===== config.mk =====
export PLATFORM = sky130hd
export DESIGN_NAME = dlfr_queue
export DESIGN_NICKNAME = d
export VERILOG_FILES = /design/src/hdl/dlfr_pkg.sv /design/src/hdl/dlfr_queue.sv
export SDC_FILE = /design/constraint.sdc
export NUM_CORES = 1
export LEC_CHECK = 0
export CORE_ASPECT_RATIO = 1.4
export CORE_MARGIN = 4
export CORE_UTILIZATION = 60
export DETAILED_ROUTE_END_ITERATION = 10
export DONT_BUFFER_PORTS = 1
export GPL_TIMING_DRIVEN = 0
export HOLD_SLACK_MARGIN = 0.03
export MAX_ROUTING_LAYER = met4
export PLACE_DENSITY_LB_ADDON = 0.12
export SYNTH_ARGS = -nofsm -noshare
export SYNTH_HDL_FRONTEND = slang
export SYNTH_SLANG_ARGS = --single-unit

===== constraint.sdc =====
create_clock -name clk -period 5.05 [get_ports clk]
set_input_delay 0.7575 -clock clk [delete_from_list [all_inputs] [get_ports clk]]
set_output_delay 0.7575 -clock clk [all_outputs]
set_load 0.005 [all_outputs]

===== src/hdl/dlfr_pkg.sv =====
// shared types, constants and helper functions of the display link frame responder
package dlfr_pkg;

	localparam int unsigned CFG_AW = 2;
	localparam int unsigned CFG_DW = 32;

	localparam logic [CFG_AW-1:0] REG_START_BYTE = 2'd0;
	localparam logic [CFG_AW-1:0] REG_END_BYTE   = 2'd1;
	localparam logic [CFG_AW-1:0] REG_LEVEL_POS  = 2'd2;
	localparam logic [CFG_AW-1:0] REG_GEAR_RATIO = 2'd3;

	localparam logic [7:0]  RST_START_BYTE = 8'd58;
	localparam logic [7:0]  RST_END_BYTE   = 8'd13;
	localparam logic [2:0]  RST_LEVEL_POS  = 3'd1;
	localparam logic [31:0] RATIO_LOW      = 32'h0001_0001;
	localparam logic [31:0] RATIO_HIGH     = 32'h00F0_00F0;

	localparam int unsigned CURRENT_FULL_AMPS = 60;
	localparam logic [25:0] CUR_DIV    = 26'(32'h7FFF / CURRENT_FULL_AMPS);
	// reciprocal of the current divisor, exact for sums up to 65536, the largest sum of two magnitudes
	localparam int unsigned CUR_SHIFT  = 26;
	localparam logic [16:0] CUR_RECIP  = 17'((64'd1 << CUR_SHIFT) / 64'(CUR_DIV) + 64'd1);
	// speed times 500 over 60 reduces to speed times 25 over 3
	localparam logic [4:0]  SPEED_MUL  = 5'd25;
	localparam int unsigned SPEED_SHIFT = 30;
	localparam logic [28:0] SPEED_RECIP = 29'(((64'd1 << SPEED_SHIFT) + 64'd2) / 64'd3);
	localparam logic [31:0] PERIOD_NUM = 32'd500000;
	localparam logic [15:0] PERIOD_MAX = 16'hFFFF;
	localparam logic [7:0]  ERR_CODE   = 8'h00;
	localparam logic [7:0]  BRAKE_CODE = 8'h04;
	localparam logic [3:0]  REPLY_LAST = 4'd12;
	localparam logic [3:0]  FRAME_LAST = 4'd8;

	localparam int unsigned DIV_W   = 32;
	localparam int unsigned DIVR_W  = 26;

	typedef struct packed {
		logic        upd;
		logic [2:0]  lvl;
		logic [16:0] cur_sum;
		logic [16:0] spd_mag;
	} job_t;

	typedef struct packed {
		logic       upd;
		logic [2:0] lvl;
	} level_t;

	function automatic logic [16:0] mag16(input logic [15:0] v);
		logic [16:0] r;
		r = v[15] ? (17'h1_0000 - {1'b0, v}) : {1'b0, v};
		return r;
	endfunction

	function automatic level_t decode_level(input logic [3:0] code);
		level_t r;
		r = '0;
		unique case (code)
			4'd0: r = '{upd: 1'b1, lvl: 3'd0};
			4'd1: r = '{upd: 1'b1, lvl: 3'd1};
			4'd3: r = '{upd: 1'b1, lvl: 3'd2};
			4'd5: r = '{upd: 1'b1, lvl: 3'd3};
			4'd7: r = '{upd: 1'b1, lvl: 3'd4};
			4'd9: r = '{upd: 1'b1, lvl: 3'd5};
			default: r = '0;
		endcase
		return r;
	endfunction

endpackage


===== src/hdl/dlfr_queue.sv =====
// two-entry job queue between front and back
module dlfr_queue (
	input  logic            clk,
	input  logic            arst_n,
	input  logic            push,
	input  dlfr_pkg::job_t  push_job,
	input  logic            pop,
	output dlfr_pkg::job_t  head,
	output logic            empty,
	output logic            full
);
	import dlfr_pkg::*;

	job_t       ent_q [2];
	logic       wp_q;
	logic       rp_q;
	logic [1:0] cnt_q;

	assign empty = (cnt_q == 2'd0);
	assign full  = (cnt_q == 2'd2);
	assign head  = ent_q[rp_q];

	always_ff @(posedge clk or negedge arst_n) begin
		if (!arst_n) begin
			wp_q  <= 1'b0;
			rp_q  <= 1'b0;
			cnt_q <= '0;
		end else begin
			if (push) wp_q <= !wp_q;
			if (pop) rp_q <= !rp_q;
			if (push && !pop) cnt_q <= cnt_q + 2'd1;
			else if (pop && !push) cnt_q <= cnt_q - 2'd1;
		end
	end

	always_ff @(posedge clk) begin
		if (push) ent_q[wp_q] <= push_job;
	end

`ifndef ASSERT_OFF
	a_no_overflow: assert property (@(posedge clk) disable iff (!arst_n) push |-> !full)
		else $error("push into full queue");
	a_no_underflow: assert property (@(posedge clk) disable iff (!arst_n) pop |-> !empty)
		else $error("pop from empty queue");
`endif

endmodule


== After elaboration in Yosys (flattened, before gate mapping) ==
Memories as Yosys holds them, arrays and structs flattened.
Cells that the tools add are included.

* Flip-flop bits (word level): 4
* Bits in latches: 0
* Memory bits (writable): 76
* Bits in read-only memories: 0
* Input port bits: 42
* Output and inout port bits: 40
* Memories: 1

{| class="wikitable"
|+ Memory list
! name !! depth !! width !! rd ports !! clocked after Yosys merged registers in !! wr ports !! line !! text
|-
| ent_q || 2 || 38 || 1 || 0 || 1 || dlfr_queue.sv:14 || <nowiki>job_t ent_q [2];</nowiki>
|}

* Add/subtract/negate cells: 2
* Multipliers: 0
* Divide/modulo/power cells: 0
* $lt $le $gt $ge: 0
* Eq/ne operators: 1
* Shifts and indexed selects: 0
* Multiplexer cells: 4
* Bitwise operators: 0
* Reductions and logical operators: 8

{| class="wikitable"
|+ Operators with widths
! operator !! count
|-
| 1-bit zero test || 4
|-
| 2-bit 2-to-1 mux || 2
|-
| 2-bit by 1-bit adder with 2-bit output (second input constant) || 1
|-
| 2-bit equality test (second input constant) || 1
|-
| 1-bit logical AND || 2
|-
| 2-bit zero test || 1
|-
| 1-bit 2-to-1 mux || 2
|-
| 2-bit nonzero test || 1
|-
| 2-bit by 1-bit subtractor with 2-bit output (second input constant) || 1
|}

== Depth between registers and ports, before layout ==
* Depth in word-level cells: 4
* Depth in mapped cells: 5
* Mapped depth without buffers: 5

== Least setup slack after synthesis ==
Ideal clock, no wire load.

* Path type: input to register
* Start point: input push
* End point: memory ent_q[0][0] in the netlist's numbering, enable pin
* Arrival: 2461 ps
* Required time: 4612 ps
* Setup slack: 2151 ps
* Stages on the path: 1
* Buffers on the path: 0
* Cell sequence: nor2b_1

* Longest elaborated chain between the ends: 2

{| class="wikitable"
|+ Ends and longest elaborated chain
! element !! line !! text
|-
| from (decl) || dlfr_queue.sv:5 || <nowiki>input logic push,</nowiki>
|-
| 1-bit 2-to-1 mux || dlfr_queue.sv:37 || <nowiki>if (push) ent_q[wp_q] <= push_job;</nowiki>
|-
| 1-bit 2-to-1 mux (not written as such) || dlfr_queue.sv:37 ||
|-
| to (decl) || dlfr_queue.sv:14 ||
|}

Every way passes these cells.

==> impl_metrics.yaml <==
outcome:
  outcome: "complete, no violations"
power:
  p_total_mw: 1.87
  comb_power_share_pct: 23.0
  power_frac_clock_pct: 27.4
  p_int_mw: 1.42
  power_leakage_nw: 1.14
  ir_drop_mv: 0.334
  switching_share_pct: 24.1
  p_per_area_mw_per_mm2: 566
  p_seq_share_pct: 49.5
  p_sw_uw: 451
synth:
  yosys.area.top_type_share_pct: 76.7
  yosys.area.top_type: "edfxtp_1"
  synth-seq-cells: 80
  synth_cell_types: 14
  synth_area_leaders: "edfxtp_1, mux2_2, mux2_4"
  ys_seq_area_share_pct: 80.1
  synth_cells: 134
  ys.warnings.count: 0
  mappedNetlistNets: 177
  syn_area_per_cell_um2: 22.2
  synth_area_mm2: 0.00298
timing:
  skew_ps: 4.88
  fin_tns_setup_ps: 0
  finalHoldViolations: 0
  min_period_ps: 2130
  maxClockFrequency_mhz: 470
  tightest_slew_ps: 895
  grt_setup_unrepaired: "no"
  worst_slack_ps: 2920
  fin_crit_sh_pct: 42.1
  slew_viol_final: 0
  setup_viol: 0
  slew_headroom_pct: 40.4
setup_path:
  slowest_stage: "dfrtp_1"
  critPathMaxStageDelay_ps: 380
  crit_arrival_ps: 1370
  crit_chain: "buf_6 > buf_8 > mux2_4"
  required_ps: 4290
  critPathLaunchType: "flop"
  worstPathMaxFanout: 10
  end_kind: "output port"
  worstSetupPathType: "reg2out"
routing:
  drt-met1-wl_um: 1520
  drtIter0Drc: 36
  post_drt_wl_per_cell_um: 20.1
  dr_wl_met3_um: 395
  vias: 1191
  ant_nets: 0
  top_layer: "met4"
  first_pass_iters: 3
  drc: 0
  routed_wl_um: 4290
  routed-wl-met2_um: 2330
  avgViaCountPerCell: 5.59
clocking:
  numClockSinks: 80
  clkLatencyLatePin_ps: 330
  postCtsHoldBufs: 0
  cts-htree-levels: 3
  cts_tree: "built"
  cts-resized-gates: 0
  cts_made_buffers: 9
  cts-root-buf: "clkbuf_8"
  clk_path_buf_depth: 2
  clk_pin_slew_worst_paths_ps: 70
  cts_setup_buffers: 0
floorplanning:
  die_h_um: 91.3
  row_count: 30
  dieWidth_um: 67.5
  start_util_pct: 61.4
  core-area_mm2: 0.00484
  dieArea_mm2: 0.00617
  ioPinCount: 82
global_route:
  track_usage_pct: 15.8
  antenna_found_initial: 0
  grt_max_degree: 39
  grt_pass1_wl_um: 6580
  first_global_vias: 1291
  gr-total-overflow: 0
finish:
  area_delta_synth_final_pct: 11.1
  nets: 189
  mostFrequentLayoutCells: "edfxtp_1, mux2_2, mux2_4"
  drive_above_1_share_pct: 38.3
  final_common_cell: "edfxtp_1"
  diodes: 0
  finalNonFillerCells: 213
job:
  drv_cap: 0
placed_design:
  port_buffers: 0
  place_congestion: 0.667
  place_inst: 199
  detailedPlace.worstSlack_ps: 3130
worst_hold_path:
  hold_class: "in2async"
-- worst paths after layout --
kind                       startpoint      endpoint  slack (ps)  cells after the start
min reg2reg                  cnt_q[1]      cnt_q[1]         500                      1
min in group clk             cnt_q[1]      cnt_q[1]         500                      1
max reg2reg                      wp_q  ent_q[1][24]        3460                      1
min                            arst_n          wp_q         120                      0
max                              rp_q      head[13]        2920                      3
max in group asynchronous      arst_n          rp_q        4870                      0
-- cells by family (layout without fill, tap and decap cells) --
| group | after synthesis | after routing | synth area share, % |
|---|---|---|---|
| flops | 80 | 80 | 80.1 |
| mux | 38 | 38 | 15.6 |
| xor+xnor | 5 | 5 | 1.47 |
| simple gates | 5 | 5 | 0.883 |
| buf+inv | 5 | 20 | 1.51 |
| fa+ha+maj | 1 | 1 | 0.420 |
-- power groups by stage --
| stage | clock (mW) | combinational (mW) | sequential [mW] |
|---|---|---|---|
| after global routing | 0.561 | 0.468 | 0.938 |
| after global placement | 0 | 0.422 | 0.940 |
| after detailed placement | 0 | 0.443 | 0.942 |
| after CTS | 0.524 | 0.443 | 0.929 |
| final | 0.513 | 0.430 | 0.926 |
| after floorplan | 0 | 0.357 | 0.931 |
-- per-stage QoR --
step | utilization, % | cell area [µm²] | hold slack, ps
floorplan | - | 2980 | 455
global placement | 63.1 | 3060 | 462
detailed placement | 63.7 | 3080 | 462
CTS | 68.3 | 3310 | 99.7
global route | 68.3 | 3310 | 83.1
finish | 68.3 | 3310 | 117
-- layer usage --
layer  up-vias  track usage, %
li1        539               -
met1       589            16.4
met2        55            24.9
met3         8            8.66
met4         0            5.58
met5         -               -
-- sequential cells by signal, summed over array words and instances, names as in the netlist --
register and flops:
cnt_q 2, ent_q 76, rp_q 1, wp_q 1
-- critical path: cells and delay by family, from the launching register on --
kind	cells	cell delay [ps]
buf+inv	2	340
mux	1	320
flops	1	380
-- final cells by class --
class	count	area, µm²
Buffer	4	41.3
Multi-Input combinational cell	49	557
Timing Repair Buffer	1	20.0
Sequential cell	80	2380
Inverter	1	3.75
Fill cell	316	1540
Clock buffer	9	124
Clock inverter	5	97.6
Tap cell	64	80.1
-- Yosys cell counts --
master,instances
mux2_2,28
dfrtp_1,4
and2_1,1
buf_6,1
xor2_1,4
nor2b_1,2
nor2_1,2
ha_1,1
buf_4,2
inv_1,1
mux2_4,10
xnor2_1,1
edfxtp_1,76
buf_8,1
Note: power is estimated with default switching activity, not from simulation.
