### config.mk
export PLATFORM = sky130hd
export DESIGN_NAME = dlfr_front
export DESIGN_NICKNAME = d
export VERILOG_FILES = /design/src/hdl/dlfr_pkg.sv /design/src/hdl/dlfr_front.sv
export SDC_FILE = /design/constraint.sdc
export NUM_CORES = 1
export LEC_CHECK = 0
export BUFFER_PORTS_ARGS = -buffer_cell sky130_fd_sc_hd__buf_2
export CAP_MARGIN = 5
export CELL_PAD_IN_SITES_DETAIL_PLACEMENT = 0
export CELL_PAD_IN_SITES_GLOBAL_PLACEMENT = 1
export CORE_ASPECT_RATIO = 0.7
export CORE_MARGIN = 2
export CORE_UTILIZATION = 45
export CTS_BUF_LIST = sky130_fd_sc_hd__clkbuf_16
export DETAILED_ROUTE_END_ITERATION = 12
export PLACE_DENSITY = 0.83
export REMOVE_ABC_BUFFERS = 1
export SYNTH_ARGS = -nofsm -noshare
export SYNTH_HDL_FRONTEND = slang
export SYNTH_SLANG_ARGS = --single-unit
### constraint.sdc
create_clock -name clk -period 3.8 [get_ports clk]
set_input_delay 0.76 -clock clk [delete_from_list [all_inputs] [get_ports clk]]
set_output_delay 0.76 -clock clk [all_outputs]
set_load 0.02 [all_outputs]
### src/hdl/dlfr_pkg.sv
// shared types, constants and helper functions of the display link frame responder
package dlfr_pkg;

	localparam int unsigned CFG_AW = 2;
	localparam int unsigned CFG_DW = 32;

	localparam logic [CFG_AW-1:0] REG_START_BYTE = 2'd0;
	localparam logic [CFG_AW-1:0] REG_END_BYTE   = 2'd1;
	localparam logic [CFG_AW-1:0] REG_LEVEL_POS  = 2'd2;
	localparam logic [CFG_AW-1:0] REG_GEAR_RATIO = 2'd3;

	localparam logic [7:0]  RST_START_BYTE = 8'd58;
	localparam logic [7:0]  RST_END_BYTE   = 8'd13;
	localparam logic [2:0]  RST_LEVEL_POS  = 3'd1;
	localparam logic [31:0] RATIO_LOW      = 32'h0001_0001;
	localparam logic [31:0] RATIO_HIGH     = 32'h00F0_00F0;

	localparam int unsigned CURRENT_FULL_AMPS = 60;
	localparam logic [25:0] CUR_DIV    = 26'(32'h7FFF / CURRENT_FULL_AMPS);
	// reciprocal of the current divisor, exact for sums up to 65536, the largest sum of two magnitudes
	localparam int unsigned CUR_SHIFT  = 26;
	localparam logic [16:0] CUR_RECIP  = 17'((64'd1 << CUR_SHIFT) / 64'(CUR_DIV) + 64'd1);
	// speed times 500 over 60 reduces to speed times 25 over 3
	localparam logic [4:0]  SPEED_MUL  = 5'd25;
	localparam int unsigned SPEED_SHIFT = 30;
	localparam logic [28:0] SPEED_RECIP = 29'(((64'd1 << SPEED_SHIFT) + 64'd2) / 64'd3);
	localparam logic [31:0] PERIOD_NUM = 32'd500000;
	localparam logic [15:0] PERIOD_MAX = 16'hFFFF;
	localparam logic [7:0]  ERR_CODE   = 8'h00;
	localparam logic [7:0]  BRAKE_CODE = 8'h04;
	localparam logic [3:0]  REPLY_LAST = 4'd12;
	localparam logic [3:0]  FRAME_LAST = 4'd8;

	localparam int unsigned DIV_W   = 32;
	localparam int unsigned DIVR_W  = 26;

	typedef struct packed {
		logic        upd;
		logic [2:0]  lvl;
		logic [16:0] cur_sum;
		logic [16:0] spd_mag;
	} job_t;

	typedef struct packed {
		logic       upd;
		logic [2:0] lvl;
	} level_t;

	function automatic logic [16:0] mag16(input logic [15:0] v);
		logic [16:0] r;
		r = v[15] ? (17'h1_0000 - {1'b0, v}) : {1'b0, v};
		return r;
	endfunction

	function automatic level_t decode_level(input logic [3:0] code);
		level_t r;
		r = '0;
		unique case (code)
			4'd0: r = '{upd: 1'b1, lvl: 3'd0};
			4'd1: r = '{upd: 1'b1, lvl: 3'd1};
			4'd3: r = '{upd: 1'b1, lvl: 3'd2};
			4'd5: r = '{upd: 1'b1, lvl: 3'd3};
			4'd7: r = '{upd: 1'b1, lvl: 3'd4};
			4'd9: r = '{upd: 1'b1, lvl: 3'd5};
			default: r = '0;
		endcase
		return r;
	endfunction

endpackage

### src/hdl/dlfr_front.sv
// front end: telemetry latch, frame assembly, checksum check and job issue
module dlfr_front (
	input  logic               clk,
	input  logic               arst_n,
	input  logic               in_fire,
	input  logic               req_type,
	input  logic [7:0]         rx_byte,
	input  logic [15:0]        current_motor_a,
	input  logic [15:0]        current_motor_b,
	input  logic [15:0]        motor_speed,
	input  logic [7:0]         start_byte,
	input  logic [7:0]         end_byte,
	input  logic [2:0]         level_position,
	output logic               push,
	output dlfr_pkg::job_t     push_job
);
	import dlfr_pkg::*;

	logic [3:0]  cnt_q;
	logic [7:0]  fs_q [8];
	logic [15:0] held_a_q;
	logic [15:0] held_b_q;
	logic [15:0] held_s_q;
	logic [15:0] sum;
	logic        sum_ok;
	level_t      lev;

	assign sum = {fs_q[0], fs_q[1]} + {fs_q[2], fs_q[3]} + {fs_q[4], fs_q[5]};
	assign sum_ok = (sum == {fs_q[6], fs_q[7]});
	assign lev = decode_level(fs_q[level_position][3:0]);

	assign push = in_fire && !req_type && (cnt_q == FRAME_LAST) && (rx_byte == end_byte) && sum_ok;
	assign push_job = '{upd: lev.upd, lvl: lev.lvl,
		cur_sum: 17'(mag16(held_a_q) + mag16(held_b_q)), spd_mag: mag16(held_s_q)};

	always_ff @(posedge clk or negedge arst_n) begin
		if (!arst_n) begin
			cnt_q    <= '0;
			held_a_q <= '0;
			held_b_q <= '0;
			held_s_q <= '0;
		end else if (in_fire) begin
			if (req_type) begin
				held_a_q <= current_motor_a;
				held_b_q <= current_motor_b;
				held_s_q <= motor_speed;
			end else if (cnt_q == 4'd0) begin
				if (rx_byte == start_byte) cnt_q <= 4'd1;
			end else if (cnt_q < FRAME_LAST) begin
				cnt_q <= cnt_q + 4'd1;
			end else begin
				cnt_q <= '0;
			end
		end
	end

	always_ff @(posedge clk) begin
		if (in_fire && !req_type && cnt_q < FRAME_LAST) begin
			if (cnt_q != 4'd0 || rx_byte == start_byte) fs_q[cnt_q[2:0]] <= rx_byte;
		end
	end

endmodule

Word-level counts from Yosys, hierarchy flattened

Memories as Yosys holds them, arrays and structs flattened.
Index checks and enable logic that the tools add are counted.

$add $sub $neg: 7
Order comparisons: 1
Equality and inequality tests: 10
Multiplexer cells: 10
Bitwise operators: 1
Reductions and logical operators: 12

Operator list:

| cell                   | number |
|---|---|
| $mux 17                | 3 |
| $sub 17x16->17 const A | 3 |
| $add 16x16->16         | 2 |
| $pmux 4 s6             | 1 |
| $add 17x17->17         | 1 |
| $eq 16x16->1           | 1 |
| $eq 8x8->1             | 2 |
| $mux 4                 | 3 |
| $eq 4x3->1 const B     | 2 |
| $eq 4x4->1 const B     | 2 |
| $logic_not 4->1        | 2 |
| $logic_and 1x1->1      | 5 |
| $add 4x1->4 const B    | 1 |
| $eq 4x1->1 const B     | 1 |
| $eq 4x2->1 const B     | 1 |
| $lt 4x4->1 const B     | 1 |
| $reduce_bool 4->1      | 1 |
| $mux 1                 | 3 |
| $reduce_and 3->1       | 1 |
| $ne 2x1->1 const B     | 1 |
| $reduce_and 2->1       | 1 |
| $logic_not 1->1        | 1 |
| $logic_or 1x1->1       | 1 |
| $not 1->1              | 1 |

Flip-flop bits (word level): 52
Bits in writable memories: 64
Input bits: 79
Output and inout port bits: 39
Word-level logic and storage cells: 46
Memories: 1

Memories:

| memory | depth | bits a word | read ports | clocked after Yosys merged registers in | wr ports | line             | RTL |
|---|---|---|---|---|---|---|---|
| fs_q   | 8     | 8           | 9          | 0                                       | 1        | dlfr_front.sv:20 | `logic [7:0] fs_q [8];` |

Longest topological paths before layout

Gate-level depths: netlist (run 1).

Depth after elaboration: 5
Gate-level depth with buffers: 14
Gate-level depth less buffers: 14

Worst setup path before layout (run 1)

No wires, ideal clock.

Path type: reg-to-output
Start: mem fs_q[1][1]
End: out push
Arrival: 3.089 ns
Path slack: -0.049 ns
Stages on the path, launching flop included: 10
Path buffers: 0
Cells stage by stage: edfxtp_1 -> fa_1 -> ha_1 -> fa_1 -> xor2_1 -> nor4_1 -> o311ai_0 -> nor4_1 -> nand4_1 -> nor4_1

RTL lines:

| element     | line             | RTL |
|---|---|---|
| from (decl) | dlfr_front.sv:20 |  |
| to (decl)   | dlfr_front.sv:14 | `output logic push,` |

==> impl.org, run 1 <==
** Drt
- Vias per std cell :: 5.50
- Detailed routing inserted a total of 5,486 vias.
- Before antenna repair, the detailed router went through 5 iterations.
- Total DRC errors in the routed layout :: 0
- Initial DRC Count :: approximately 490
- Count of antenna-violating nets left after detailed routing :: 0
- Summed over all layers, the routed wires come to 18.9 mm.
- Mean routed wirelength per cell :: 18.9 um

** Power and ir drop
- Final Total Pwr :: ~5.7 mW
- IR analysis of the VDD net gives a maximum drop of ~390 uV.
- In this run the power density over the cells is between 600 and 700 mW/mm^2.
- Summed over all cells, the static leakage comes to about 3.8 nW.

** Yosys
- For this run, the leading register cell type out of synthesis is edfxtp_1.
- The mapped netlist covers 0.00718 mm^2.
- After synthesis, the most frequently instantiated cells are xnor2_1, edfxtp_1, dfrtp_1.
- The Yosys step of the flow raised 0 warnings.
- After synthesis the netlist holds a flip-flop and latch count of approximately 120.
- Post-synthesis cell count :: approximately 610
- Sequential-to-total area share from yosys stat :: 0.449
- A synthesized cell averages roughly 12 um^2.
- Most instantiated library cell after synthesis :: xnor2_1
- The largest total area in the synthesized netlist belongs to edfxtp_1.
- Sorting the synthesized cells by area gives the leading types as edfxtp_1, dfrtp_1, xnor2_1.
- Number of distinct library cells after synthesis :: between 60 and 70
- Yosys mapped a number of flops with a built-in enable equal to between 60 and 70.
- Fraction of post-synthesis cell area in the top cell type by area :: 0.268
- Of all flip-flops after synthesis, the portion carrying an async set or reset was 0.448.

** Place
- Placer congestion estimate :: roughly 0.9
- Placed instance count :: ~950
- Summing all placed instances gives a cell area of between 0.008 and 0.009 mm^2.
- Pre-CTS WS :: -0.0574 ns
- DP HPWL :: roughly 14 mm
- Input and output buffers added on the ports amount to 116.

** Global routing
- Number of antenna violations at the first check in global routing :: 0
- Via count of the first global-routing pass :: about 5,400
- The total overflow left after global routing is 0.
- For this run, the total global-route usage over all layers was measured as 0.223.
- The first global-routing pass estimated 28.6 mm of wire.
- Largest net degree at the start of global routing :: 48

** STA
- Static timing analysis puts the maximum clock frequency at around 230 MHz.
- Setup violations remaining at the end of the flow were counted as 9.
- The final count of hold timing violations came to 0.
- The count of final max-slew check failures came to 0.
- Accumulated negative setup slack :: -2.61 ns
- Measured against its own limit, the worst slew margin works out to 0.260.
- Once routing completed, OpenROAD measured the worst setup slack at -0.462 ns.
- Setup repair after global routing could not meet its margin everywhere.
- For the pin with the worst max-slew slack, the measured transition is around 1.1 ns.
- For the final database, setup skew stands at roughly 0.012 ns.
- Tmin final :: roughly 4.3 ns
- Tcrit/Tclk final :: 1.12

** Worst setup path
- STA classifies the critical path startpoint as a flip-flop.
- Crit path buffers/inverters :: 2
- The worst setup path is of the reg2out kind.
- Kind of end point of the critical path :: output pin
- Stage delay of the slowest cell on the critical path :: ~0.45 ns
- Worst EP required :: roughly 3 ns
- Cell family with most CP delay :: simple AND/OR/NAND/NOR gates
- Library cell contributing the largest single delay on the critical path :: or4_4
- Walking the worst path, the cells encountered are or2_1, or4_4, buf_6, nor2_4, nand2_2, or3_4, o31ai_4, xnor2_1, ha_2, a21oi_2, nand2_2, a31oi_4, xnor2_2, buf_4.
- Along the worst path, the maximum fanout reaches 6.
- Data on the critical path arrives at its endpoint at around 3.5 ns.
- The most numerous cell type found on the critical path is nand2_2.

** Cells and area
- Relative to the synthesized area, the layout overhead comes to 27.8%.
- The repair_antennas step left the layout with diodes totalling 0.
- Final std cell area, no fill :: just over 0.009 mm^2
- Fraction of final layout cells sized beyond drive strength 1 :: 0.392
- Number of nets in the finished design :: ~900
- Count of placed standard cells in the final layout, fillers left out :: roughly 1,000

** Die
- Die outline width :: 155 um
- The initial utilization of the core area, before any placement, comes to 0.462.
- # IOs :: 118
- Y dimension of the die :: around 110 um
- Count of standard-cell rows :: 38
- Core area :: 0.0155 mm^2
- The die covers approximately 0.017 mm^2.

** Clocking
- CTS clock-pin slew for the worst setup and hold paths :: 0.05 ns
- Clock latency at the later pin of the worst-skew pair :: 0.40 ns
- Number of clock buffers inserted by TritonCTS :: 17
- Clock Tree Buf Depth :: 2
- Root buf cell :: clkbuf_16
- TritonCTS built the clock tree.
- TritonCTS Sinks :: 116
- H-tree depth :: 4

** Status
- The checks that failed: setup timing.
- Outcome :: finished with violations

** Hold path
- Kind of path behind the tightest hold check :: reg2reg

** Flow run
- Number of violations of the max-capacitance limit :: 0
[per-stage QoR]
step | util | hold WS [ns]
finish | 0.591 | 0.536
detailed placement | 0.532 | 0.528
floorplan | - | 0.464
CTS | 0.574 | 0.540
global route | 0.591 | 0.566
global placement | 0.532 | 0.519
[logic make-up (layout without fill, tap and decap cells)]
logic type,count (synthesis),count (layout),share of synthesized area
other,1,1,0.000522
XOR/XNOR,94,94,0.115
buffers and inverters,36,225,0.0202
AND/OR/NAND/NOR,140,140,0.0989
adder cells (fa/ha/maj),53,53,0.110
flip-flops,116,116,0.449
AO/OA/AOI/OAI,107,107,0.0984
multiplexers,62,62,0.109
[power by group]
group	leakage (nW)	switching [mW]	internal, mW
Combinational	2.32	1.44	1.23
Clock	0.272	0.562	0.814
Sequential	1.19	0.159	1.48
Total	3.78	2.16	3.52
[cells in the final DEF, fill, tap and decap left out, types with 6 or more instances in the layout]
cell type / synthesis / final
clkbuf_16: 0 / 17
buf_2: 2 / 106
mux2_2: 50 / 50
mux4_2: 8 / 8
xor2_1: 17 / 15
nand2b_1: 9 / 9
nor2_1: 28 / 27
a21oi_1: 22 / 17
edfxtp_1: 64 / 64
dfrtp_1: 52 / 52
nand2_2: 0 / 7
buf_4: 2 / 63
ha_1: 35 / 28
o31ai_1: 12 / 9
xnor2_1: 77 / 74
inv_1: 22 / 24
nor3_1: 8 / 6
o21ai_0: 24 / 19
fa_1: 17 / 14
a21o_1: 8 / 8
or3_1: 9 / 8
nand4_1: 7 / 7
nand3_1: 11 / 10
nand2_1: 40 / 33
[metal layers]
metal | wire length, um | track usage | share of wire
met1 | 8660 | 0.316 | 0.46
met5 | 0 | 0 | 0
met2 | 8370 | 0.339 | 0.44
met3 | 1600 | 0.0654 | 0.085
met4 | 225 | 0.0542 | 0.012
[final cells by class]
cell class / instances / area (um^2)
Inverter: 22 / 85.1
Multi-Input combinational cell: 457 / 4100
Sequential cell: 116 / 3220
Timing Repair Buffer: 171 / 1030
Clock inverter: 15 / 78.8
Clock buffer: 17 / 425
Tap cell: 200 / 250
Fill cell: 1272 / 6360
[flip-flops by register name (all words and copies together), names as in the netlist]
name	cells
cnt_q	4
fs_q	64
held_a_q	16
held_b_q	16
held_s_q	16
[worst paths after layout]
path / slack, ns / cells past startpoint / startpoint / end
worst max register to register: 1.34 / 8 / cnt_q[1]$_DFFE_PN0P_ / fs_q[7][4]$_DFFE_PP_
worst min-delay path: 0.54 / 1 / held_a_q[1]$_DFFE_PN0P_ / held_a_q[1]$_DFFE_PN0P_
min in group asynchronous: 0.55 / 1 / arst_n / held_a_q[14]$_DFFE_PN0P_
max in group asynchronous: 2.50 / 2 / arst_n / held_s_q[9]$_DFFE_PN0P_
worst max-delay path: -0.46 / 14 / held_b_q[1]$_DFFE_PN0P_ / push_job[31]
worst min register to register: 0.54 / 1 / held_a_q[1]$_DFFE_PN0P_ / held_a_q[1]$_DFFE_PN0P_
[timing repair]
action | 4_1_cts | 5_1_grt
resized for setup | 25 | 52
setup buffers | 9 | 3
hold buffers | 0 | 0
setup endpoints to repair | 10 | 11
pin swaps | 19 | 21
(Power assumes the default switching activity.)
==> run 2, diff against run 1 <==
Settings changed: CORE_UTILIZATION 45 to 46, PLACE_DENSITY 0.83 to 0.84.
==> run 2 against run 1 <==
The flow still finishes with violations (setup timing). Worst setup slack better by 0.055 ns. First-iteration DRC count shrank 13%. Final cell count decreased by 0.40%. Hold slack worse by 0.13 ns. Flip-flop and latch count unchanged. Clock skew grew 0.0066 ns. Sequential share of layout area about the same.
==> impl.org, run 2 (same netlist as run 1, synthesis figures left out) <==
** Global routing
- Largest net degree at the start of global routing :: 49 (was 48)
- The number of antenna violations at the first check in global routing is 0 (unchanged).
- The global router's overall resource usage came to 0.225 (was 0.223).
- Global-route wire length before repair :: 28.8 mm (was 28.6 mm)
- The remaining global-route overflow came to 0 (unchanged).
- Via count of the first global-routing pass :: 5,586 (was 5,417)

** STA
- Slew at the pin closest to its max-slew limit :: 1.17 ns (was 1.11 ns)
- The worst-case clock skew came to 0.0186 ns (was 0.0120 ns).
- The final critical-path required period is 4.21 ns (was 4.26 ns).
- Unrepaired setup endpoints after global routing: true (unchanged).
- Tcrit/Tclk final :: 1.11 (was 1.12)
- Achievable Freq :: 238 MHz (was 235 MHz)
- Fin Hold WS :: 0.410 ns (was 0.536 ns)
- The summed negative setup slack over all endpoints came to -2.19 ns (was -2.61 ns).
- The setup slack of the critical path after layout is -0.407 ns (was -0.462 ns).
- The count of final max-slew check failures came to 0 (unchanged).
- The worst-case headroom to the max-slew limit was 0.217 (was 0.260).
- Final-report setup violation count :: 9 (unchanged)
- The final count of hold timing violations is 0 (unchanged).

** Die
- Die Outline Area :: 0.0166 mm^2 (was 0.0170 mm^2)
- The placeable core region is 0.0154 mm^2 (was 0.0155 mm^2).
- The chip height is 109 um (was 110 um).
- # IOs :: 118 (unchanged)
- Count of standard-cell rows :: 38 (unchanged)
- Die outline width :: 153 um (was 155 um)
- Effective utilization at floorplan :: 0.466 (was 0.462)

** Cells and area
- Synth-to-layout area growth :: 27.8% (about the same)
- The post-layout instance area came to 0.00918 mm^2 (about the same).
- Count of placed standard cells in the final layout, fillers left out :: 994 (was 998)
- Commonest non-fill, non-tap cell in the layout :: buf_2 (unchanged)
- The number of flip-flops under the largest register name is 64 (unchanged).
- The count of inserted antenna diode cells was 0 (unchanged).
- The final-stage net count was 912 (was 916).
- Fraction of final layout cells sized beyond drive strength 1 :: 0.375 (was 0.392)
- Top library cells by usage in the layout, fill and taps aside :: buf_2, xnor2_1, edfxtp_1 (unchanged)

** Place
- Buffers added on ports :: 116 (unchanged)
- The number of placed instances, taps included is 952 (was 954).
- Post-placement cell area :: 0.00826 mm^2 (was 0.00828 mm^2)
- The placer congestion estimate is 0.925 (was 0.901).
- The worst slack after detailed placement was -0.150 ns (was -0.0574 ns).
- DP HPWL :: 13.7 mm (was 14.2 mm)

** Clocking
- The clock tree root buffer cell is clkbuf_16 (unchanged).
- The clock latency on the worst-skew pair came to 0.40 ns (about the same).
- The total CTS buffers is 17 (unchanged).
- The number of sinks handled by clock tree synthesis is 116 (unchanged).
- H-tree depth :: 4 (unchanged)
- CTS clock-pin slew for the worst setup and hold paths :: 0.06 ns (was 0.05 ns)
- The clock tree buffer depth was 2 (unchanged).
- Clock tree from TritonCTS :: yes (unchanged)
- The count of hold buffers inserted by post-cts repair is 0 (unchanged).

** Drt
- The via density per instance came to 5.54 (was 5.50).
- The final wirelength came to 18.4 mm (was 18.9 mm).
- Vias :: 5,506 (was 5,486)
- The wire length per cell after detailed routing was 18.5 um (was 18.9 um).
- The first-pass detailed-route iteration total was 4 (was 5).
- Count of antenna-violating nets left after detailed routing :: 0 (unchanged)
- The number of DRC markers in iteration 0 came to 423 (was 486).
- The number of DRC violations after detailed routing is 0 (unchanged).

** Flow run
- The reported max-cap violation count is 0 (unchanged).

** Hold path
- The path class of the lowest-slack min-delay path was in2async (was reg2reg).

** Worst setup path
- The category of the most critical setup path was reg2out (unchanged).
- The nature of the critical path startpoint was a flip-flop (unchanged).
- The maximum fanout along the worst path came to 2 (was 6).
- The capturing element type of the critical path is an output pin (unchanged).
- Worst EP required :: 3.04 ns (about the same)
- The critical path data arrival time is 3.45 ns (was 3.50 ns).

** Power and ir drop
- The static leakage power came to 3.77 nW (was 3.78 nW).
- Power Density :: 637 mW/mm^2 (was 619 mW/mm^2)
- Highest ir drop seen on vdd :: 393 uV (was 394 uV)

** Status
- Violations in the final reports: setup timing (unchanged).
- Outcome :: finished with violations (unchanged)
-- run 2: power by group --
part / total [mW] / internal (mW) / switching (mW) / leakage (nW)
Sequential: 1.64 / 1.48 / 0.162 / 1.19
Combinational: 2.59 / 1.18 / 1.41 / 2.30
Clock: 1.62 / 1.03 / 0.588 / 0.287
Total: 5.85 / 3.70 / 2.16 / 3.77
-- run 2: stage by stage --
stage | util | power (mW)
after floorplan | - | 3.15
final | 0.596 | 5.85
after global placement | 0.536 | 3.86
after detailed placement | 0.536 | 3.91
after CTS | 0.589 | 5.76
after global routing | 0.596 | 6.19
-- run 2: path summary, 6_finish.rpt --
| path | from | end | slack (ns) | cells after the start |
|---|---|---|---|---|
| setup / recovery | fs_q[1][2]$_DFFE_PP_ | push | -0.41 | 10 |
| setup reg to reg | cnt_q[1]$_DFFE_PN0P_ | fs_q[7][7]$_DFFE_PP_ | 1.26 | 8 |
| hold reg to reg | held_a_q[1]$_DFFE_PN0P_ | held_a_q[1]$_DFFE_PN0P_ | 0.56 | 1 |
| hold / removal | arst_n | held_a_q[14]$_DFFE_PN0P_ | 0.41 | 1 |
| min in group clk | held_a_q[1]$_DFFE_PN0P_ | held_a_q[1]$_DFFE_PN0P_ | 0.56 | 1 |
| max in group asynchronous | arst_n | held_b_q[2]$_DFFE_PN0P_ | 2.61 | 2 |
-- run 2: what timing repair did --
item / 4_1_cts / 5_1_grt
gates resized for setup: 33 / 24
gates cloned: 0 / 0
setup buffers: 9 / 1
setup endpoints to repair: 10 / 10
pin swaps: 18 / 7
-- run 2: per-layer routing --
metal | vias to the layer above | share of wire | track usage
met2 | 182 | 0.46 | 0.358
met4 | 0 | 0.0063 | 0.0485
met3 | 11 | 0.076 | 0.0645
li1 | 2565 | - | -
met1 | 2748 | 0.46 | 0.311
met5 | - | 0 | 0
-- run 2: final cells by class --
class	instances	area, um^2
Fill cell	1275	6220
Multi-Input combinational cell	457	4040
Sequential cell	116	3220
Timing Repair Buffer	167	987
Clock buffer	17	425
Tap cell	200	250
Clock inverter	15	178
Inverter	22	82.6
-- run 2: critical path, cell delays in order, from the launching register on --
cell and delay [ns]:
edfxtp_1 0.42, fa_1 0.55, ha_1 0.33, a21o_1 0.19, a21o_1 0.19, a31oi_1 0.17, nor2b_1 0.06, a2111oi_1 0.41
nand4_1 0.18, nor4_2 0.34, buf_4 0.19
==> run 3, diff against run 2 <==
Settings changed: CAP_MARGIN 5 to unset, CORE_MARGIN 2 to unset.
==> run 3 against run 2 <==
The run still ends with setup timing left. First-iteration DRC count shrank 26%. Global-route usage up 1.6 points. Clock power down 9%. Final area about the same. Fmax decreased by 1.4%. Utilization grew 1.8 points. Total power decreased by 0.98%. Count of clock-buffer cells in the layout rose by 1. Sequential share of layout area barely moved. Sequential power barely moved. Hold slack worse by 0.015 ns. Wire length increased by 0.81%.
==> impl.org, run 3 (same netlist as run 1, synthesis figures left out) <==
** Drt
- The final wirelength came to 18.5 mm (was 18.4 mm).
- The number of DRC markers in iteration 0 was 312 (was 423).
- Total iterations of the first detailed-routing run :: 5 (was 4)
- The number of nets still failing antenna checks after routing was 0 (unchanged).
- The wire length per cell after detailed routing came to 18.6 um (was 18.5 um).
- The via total after detailed routing is 5,478 (was 5,506).
- The via density per instance came to 5.49 (was 5.54).
- The number of DRC violations after detailed routing was 0 (unchanged).

** Cells and area
- The count of inserted antenna diode cells came to 0 (unchanged).
- Top library cells by usage in the layout, fill and taps aside :: buf_2, xnor2_1, buf_4 (was buf_2, xnor2_1, edfxtp_1)
- The final-stage net count came to 920 (was 912).
- Synth-to-layout area growth :: 27.9% (was 27.8%)
- The share of layout cells above drive strength 1 was 0.383 (was 0.375).
- The most common cell after layout, fill and taps aside was buf_2 (unchanged).
- Final core area utilization :: 0.615 (was 0.596)
- The number of flip-flops under the largest register name came to 64 (unchanged).

** Worst setup path
- The worst setup path startpoint is held_b_q[0]$_DFFE_PN0P_ (was fs_q[1][2]$_DFFE_PP_).
- The delay of the slowest cell on the worst path is 0.47 ns (was 0.55 ns).
- Worst Setup Start Kind :: flip-flop (unchanged)
- Depth of the worst register-to-register path :: 8 (unchanged)
- The maximum fanout along the worst path was 3 (was 2).
- The capturing element type of the critical path was an output pin (unchanged).
- The launch point of the worst reg-to-reg path was cnt_q[1]$_DFFE_PN0P_ (unchanged).
- The data required time of the worst path is 3.04 ns (about the same).
- Worst reg-to-reg setup slack :: 1.15 ns (was 1.26 ns)
- Crit path buffers/inverters :: 2 (was 1)
- The kind of cell adding the most delay to the critical path was compound AO/OA/AOI/OAI gates (unchanged).
- The critical path data arrival time came to 3.50 ns (was 3.45 ns).
- Library cell contributing the largest single delay on the critical path :: or4_4 (was fa_1)
- Worst setup path endpoint :: push_job[30] (was push)
- The number of stages on the worst setup path is 14 (was 10).
- The category of the most critical setup path is reg2out (unchanged).
- Ordered cell list for the critical path :: or2_1, or4_4, o31ai_4, xnor2_1, ha_1, a21o_1, a21oi_1, o21ai_1, o31ai_1, buf_4, o21bai_1, a21oi_1, xnor2_1, buf_4 (was fa_1, ha_1, a21o_1, a21o_1, a31oi_1, nor2b_1, a2111oi_1, nand4_1, nor4_2, buf_4)
- The critical register-to-register path endpoint is fs_q[3][5]$_DFFE_PP_ (was fs_q[7][7]$_DFFE_PP_).

** Power and ir drop
- Power Density :: 631 mW/mm^2 (was 637 mW/mm^2)
- The static leakage power is 3.81 nW (was 3.77 nW).
- Final Total Pwr :: 5.79 mW (was 5.85 mW)
- Highest ir drop seen on vdd :: 382 uV (was 393 uV)

** Global routing
- The global-route wire length before repair came to 28.5 mm (was 28.8 mm).
- Total global-route track usage :: 0.242 (was 0.225)
- GRT overflow :: 0 (unchanged)
- The number of global-route vias before repair is 5,449 (was 5,586).
- Number of antenna violations at the first check in global routing :: 0 (unchanged)
- The global routing met1 resource utilization was 0.351 (was 0.311).
- The pin count of the biggest net entering global routing came to 28 (was 49).
- The met3 usage is 0.0738 (was 0.0645).
- Routing usage on met2 :: 0.342 (was 0.358)
- The layer carrying the most global-route usage is met1 (was met2).

** Die
- The die outline width was 151 um (was 153 um).
- The number of top-level pins came to 118 (unchanged).
- Count of standard-cell rows :: 37 (was 38)
- Core area :: 0.0150 mm^2 (was 0.0154 mm^2)
- The chip height was 107 um (was 109 um).
- The die area is 0.0161 mm^2 (was 0.0166 mm^2).
- Effective utilization at floorplan :: 0.480 (was 0.466)

** STA
- Final-report setup violation count :: 9 (unchanged)
- Setup slack of the critical path after layout :: -0.465 ns (was -0.407 ns)
- The count of final max-slew check failures is 0 (unchanged).
- The ratio of final minimum period to clock period is 1.12 (was 1.11).
- Unrepaired setup endpoints after global routing :: true (unchanged)
- Slew at the pin closest to its max-slew limit :: 0.695 ns (was 1.17 ns)
- Number of hold violations in the final report :: 0 (unchanged)
- The final critical-path required period is 4.26 ns (was 4.21 ns).
- Achievable Freq :: 234 MHz (was 238 MHz)
- The worst-case headroom to the max-slew limit came to 0.537 (was 0.217).
- Max Clock Skew :: 0.0103 ns (was 0.0186 ns)

** Hold path
- The path class of the lowest-slack min-delay path is in2async (unchanged).

** Status
- Outcome :: finished with violations (unchanged)
- Violations in the final reports: setup timing (unchanged).

** Place
- Pre-CTS WS :: -0.148 ns (was -0.150 ns)
- Placer congestion estimate :: 0.948 (was 0.925)
- The detailed placer's ending HPWL came to 14.1 mm (was 13.7 mm).
- Buffers added on ports :: 116 (unchanged)

** Clocking
- The clock tree buffer depth was 2 (unchanged).
- The clock transition time at the flip-flop clock pins of the worst setup and hold paths was 0.05 ns (was 0.06 ns).
- H-tree depth :: 4 (unchanged)
- Clock latency at the later pin of the worst-skew pair :: 0.41 ns (was 0.40 ns)
- Root buf cell :: clkbuf_16 (unchanged)
- Count of hold-fix buffers inserted at cts :: 0 (unchanged)
- Clock tree from TritonCTS :: yes (unchanged)
- The number of sinks handled by clock tree synthesis was 116 (unchanged).
- The total CTS buffers came to 17 (unchanged).

** Flow run
- Number of violations of the max-capacitance limit :: 0 (unchanged)
## run 3: cell count changes in the layout (fill, tap and decap cells not counted), moves of 3 or more
cell	previous run	this run
buf_4	58	65
ha_1	34	29
xor2_1	14	17
inv_2	1	7
inv_6	4	0
ha_2	0	3
xor2_2	3	0
## run 3: worst reg2reg max path, stage by stage (launching register included)
cell	delay, ns
dfrtp_1	0.44
inv_1	0.12
ha_1	0.21
nor2b_2	0.18
o21ai_1	0.12
nand2_1	0.10
or3_1	0.38
nor2_1	0.55
buf_4	0.26
## run 3: worst min path at each step
stage,from,end,slack [ns],cells past startpoint
after floorplan,arst_n,cnt_q[0]$_DFFE_PN0P_,0.46,0
after global placement,held_s_q[1]$_DFFE_PN0P_,held_s_q[1]$_DFFE_PN0P_,0.52,1
after detailed placement,held_a_q[1]$_DFFE_PN0P_,held_a_q[1]$_DFFE_PN0P_,0.55,1
after CTS,arst_n,held_s_q[0]$_DFFE_PN0P_,0.40,1
after global routing,arst_n,held_s_q[12]$_DFFE_PN0P_,0.42,1
final,arst_n,held_s_q[11]$_DFFE_PN0P_,0.39,1
## run 3: what timing repair did
| item | CTS | global route |
|---|---|---|
| gates resized for setup | 28 | 37 |
| pin swaps | 20 | 20 |
| buffers inserted | 12 | 10 |
| endpoints found under the setup margin | 10 | 11 |
## run 3: metrics by stage
| stage | area [um^2] | hold WS [ns] | setup TNS (ns) | std cells |
|---|---|---|---|---|
| 4_1_cts | 8970 | 0.395 | -2.67 | 988 |
| 6_report | 9190 | 0.395 | -2.63 | 997 |
| 3_3_place_gp | 8230 | 0.520 | -0.0584 | 944 |
| 5_1_grt | 9190 | 0.419 | -4.08 | 997 |
| 3_5_place_dp | 8230 | 0.547 | -0.304 | 944 |
| 2_1_floorplan | 7120 | 0.464 | -0.0492 | 595 |
## run 3: layout make-up
class | count | area, um^2
clock buffers | 18 | 450
clock inverters | 14 | 95.1
fillers | 1200 | 5760
inverters | 22 | 82.6
multi-input cells | 457 | 4040
flip-flops and latches | 116 | 3220
well taps | 195 | 244
repair buffers | 175 | 1060
## run 3: power breakdown
group          total [mW]  switching, mW  internal (mW)  leakage (nW)
Sequential           1.64          0.158           1.48          1.19
Clock                1.47          0.549          0.919         0.285
Combinational        2.69           1.43           1.26          2.34
Total                5.79           2.13           3.66          3.81
## run 3: layer usage
metal	vias to the layer above	wire length, um
met4	0	241
met3	27	1640
li1	2599	-
met1	2656	8710
met5	-	0
met2	196	7910
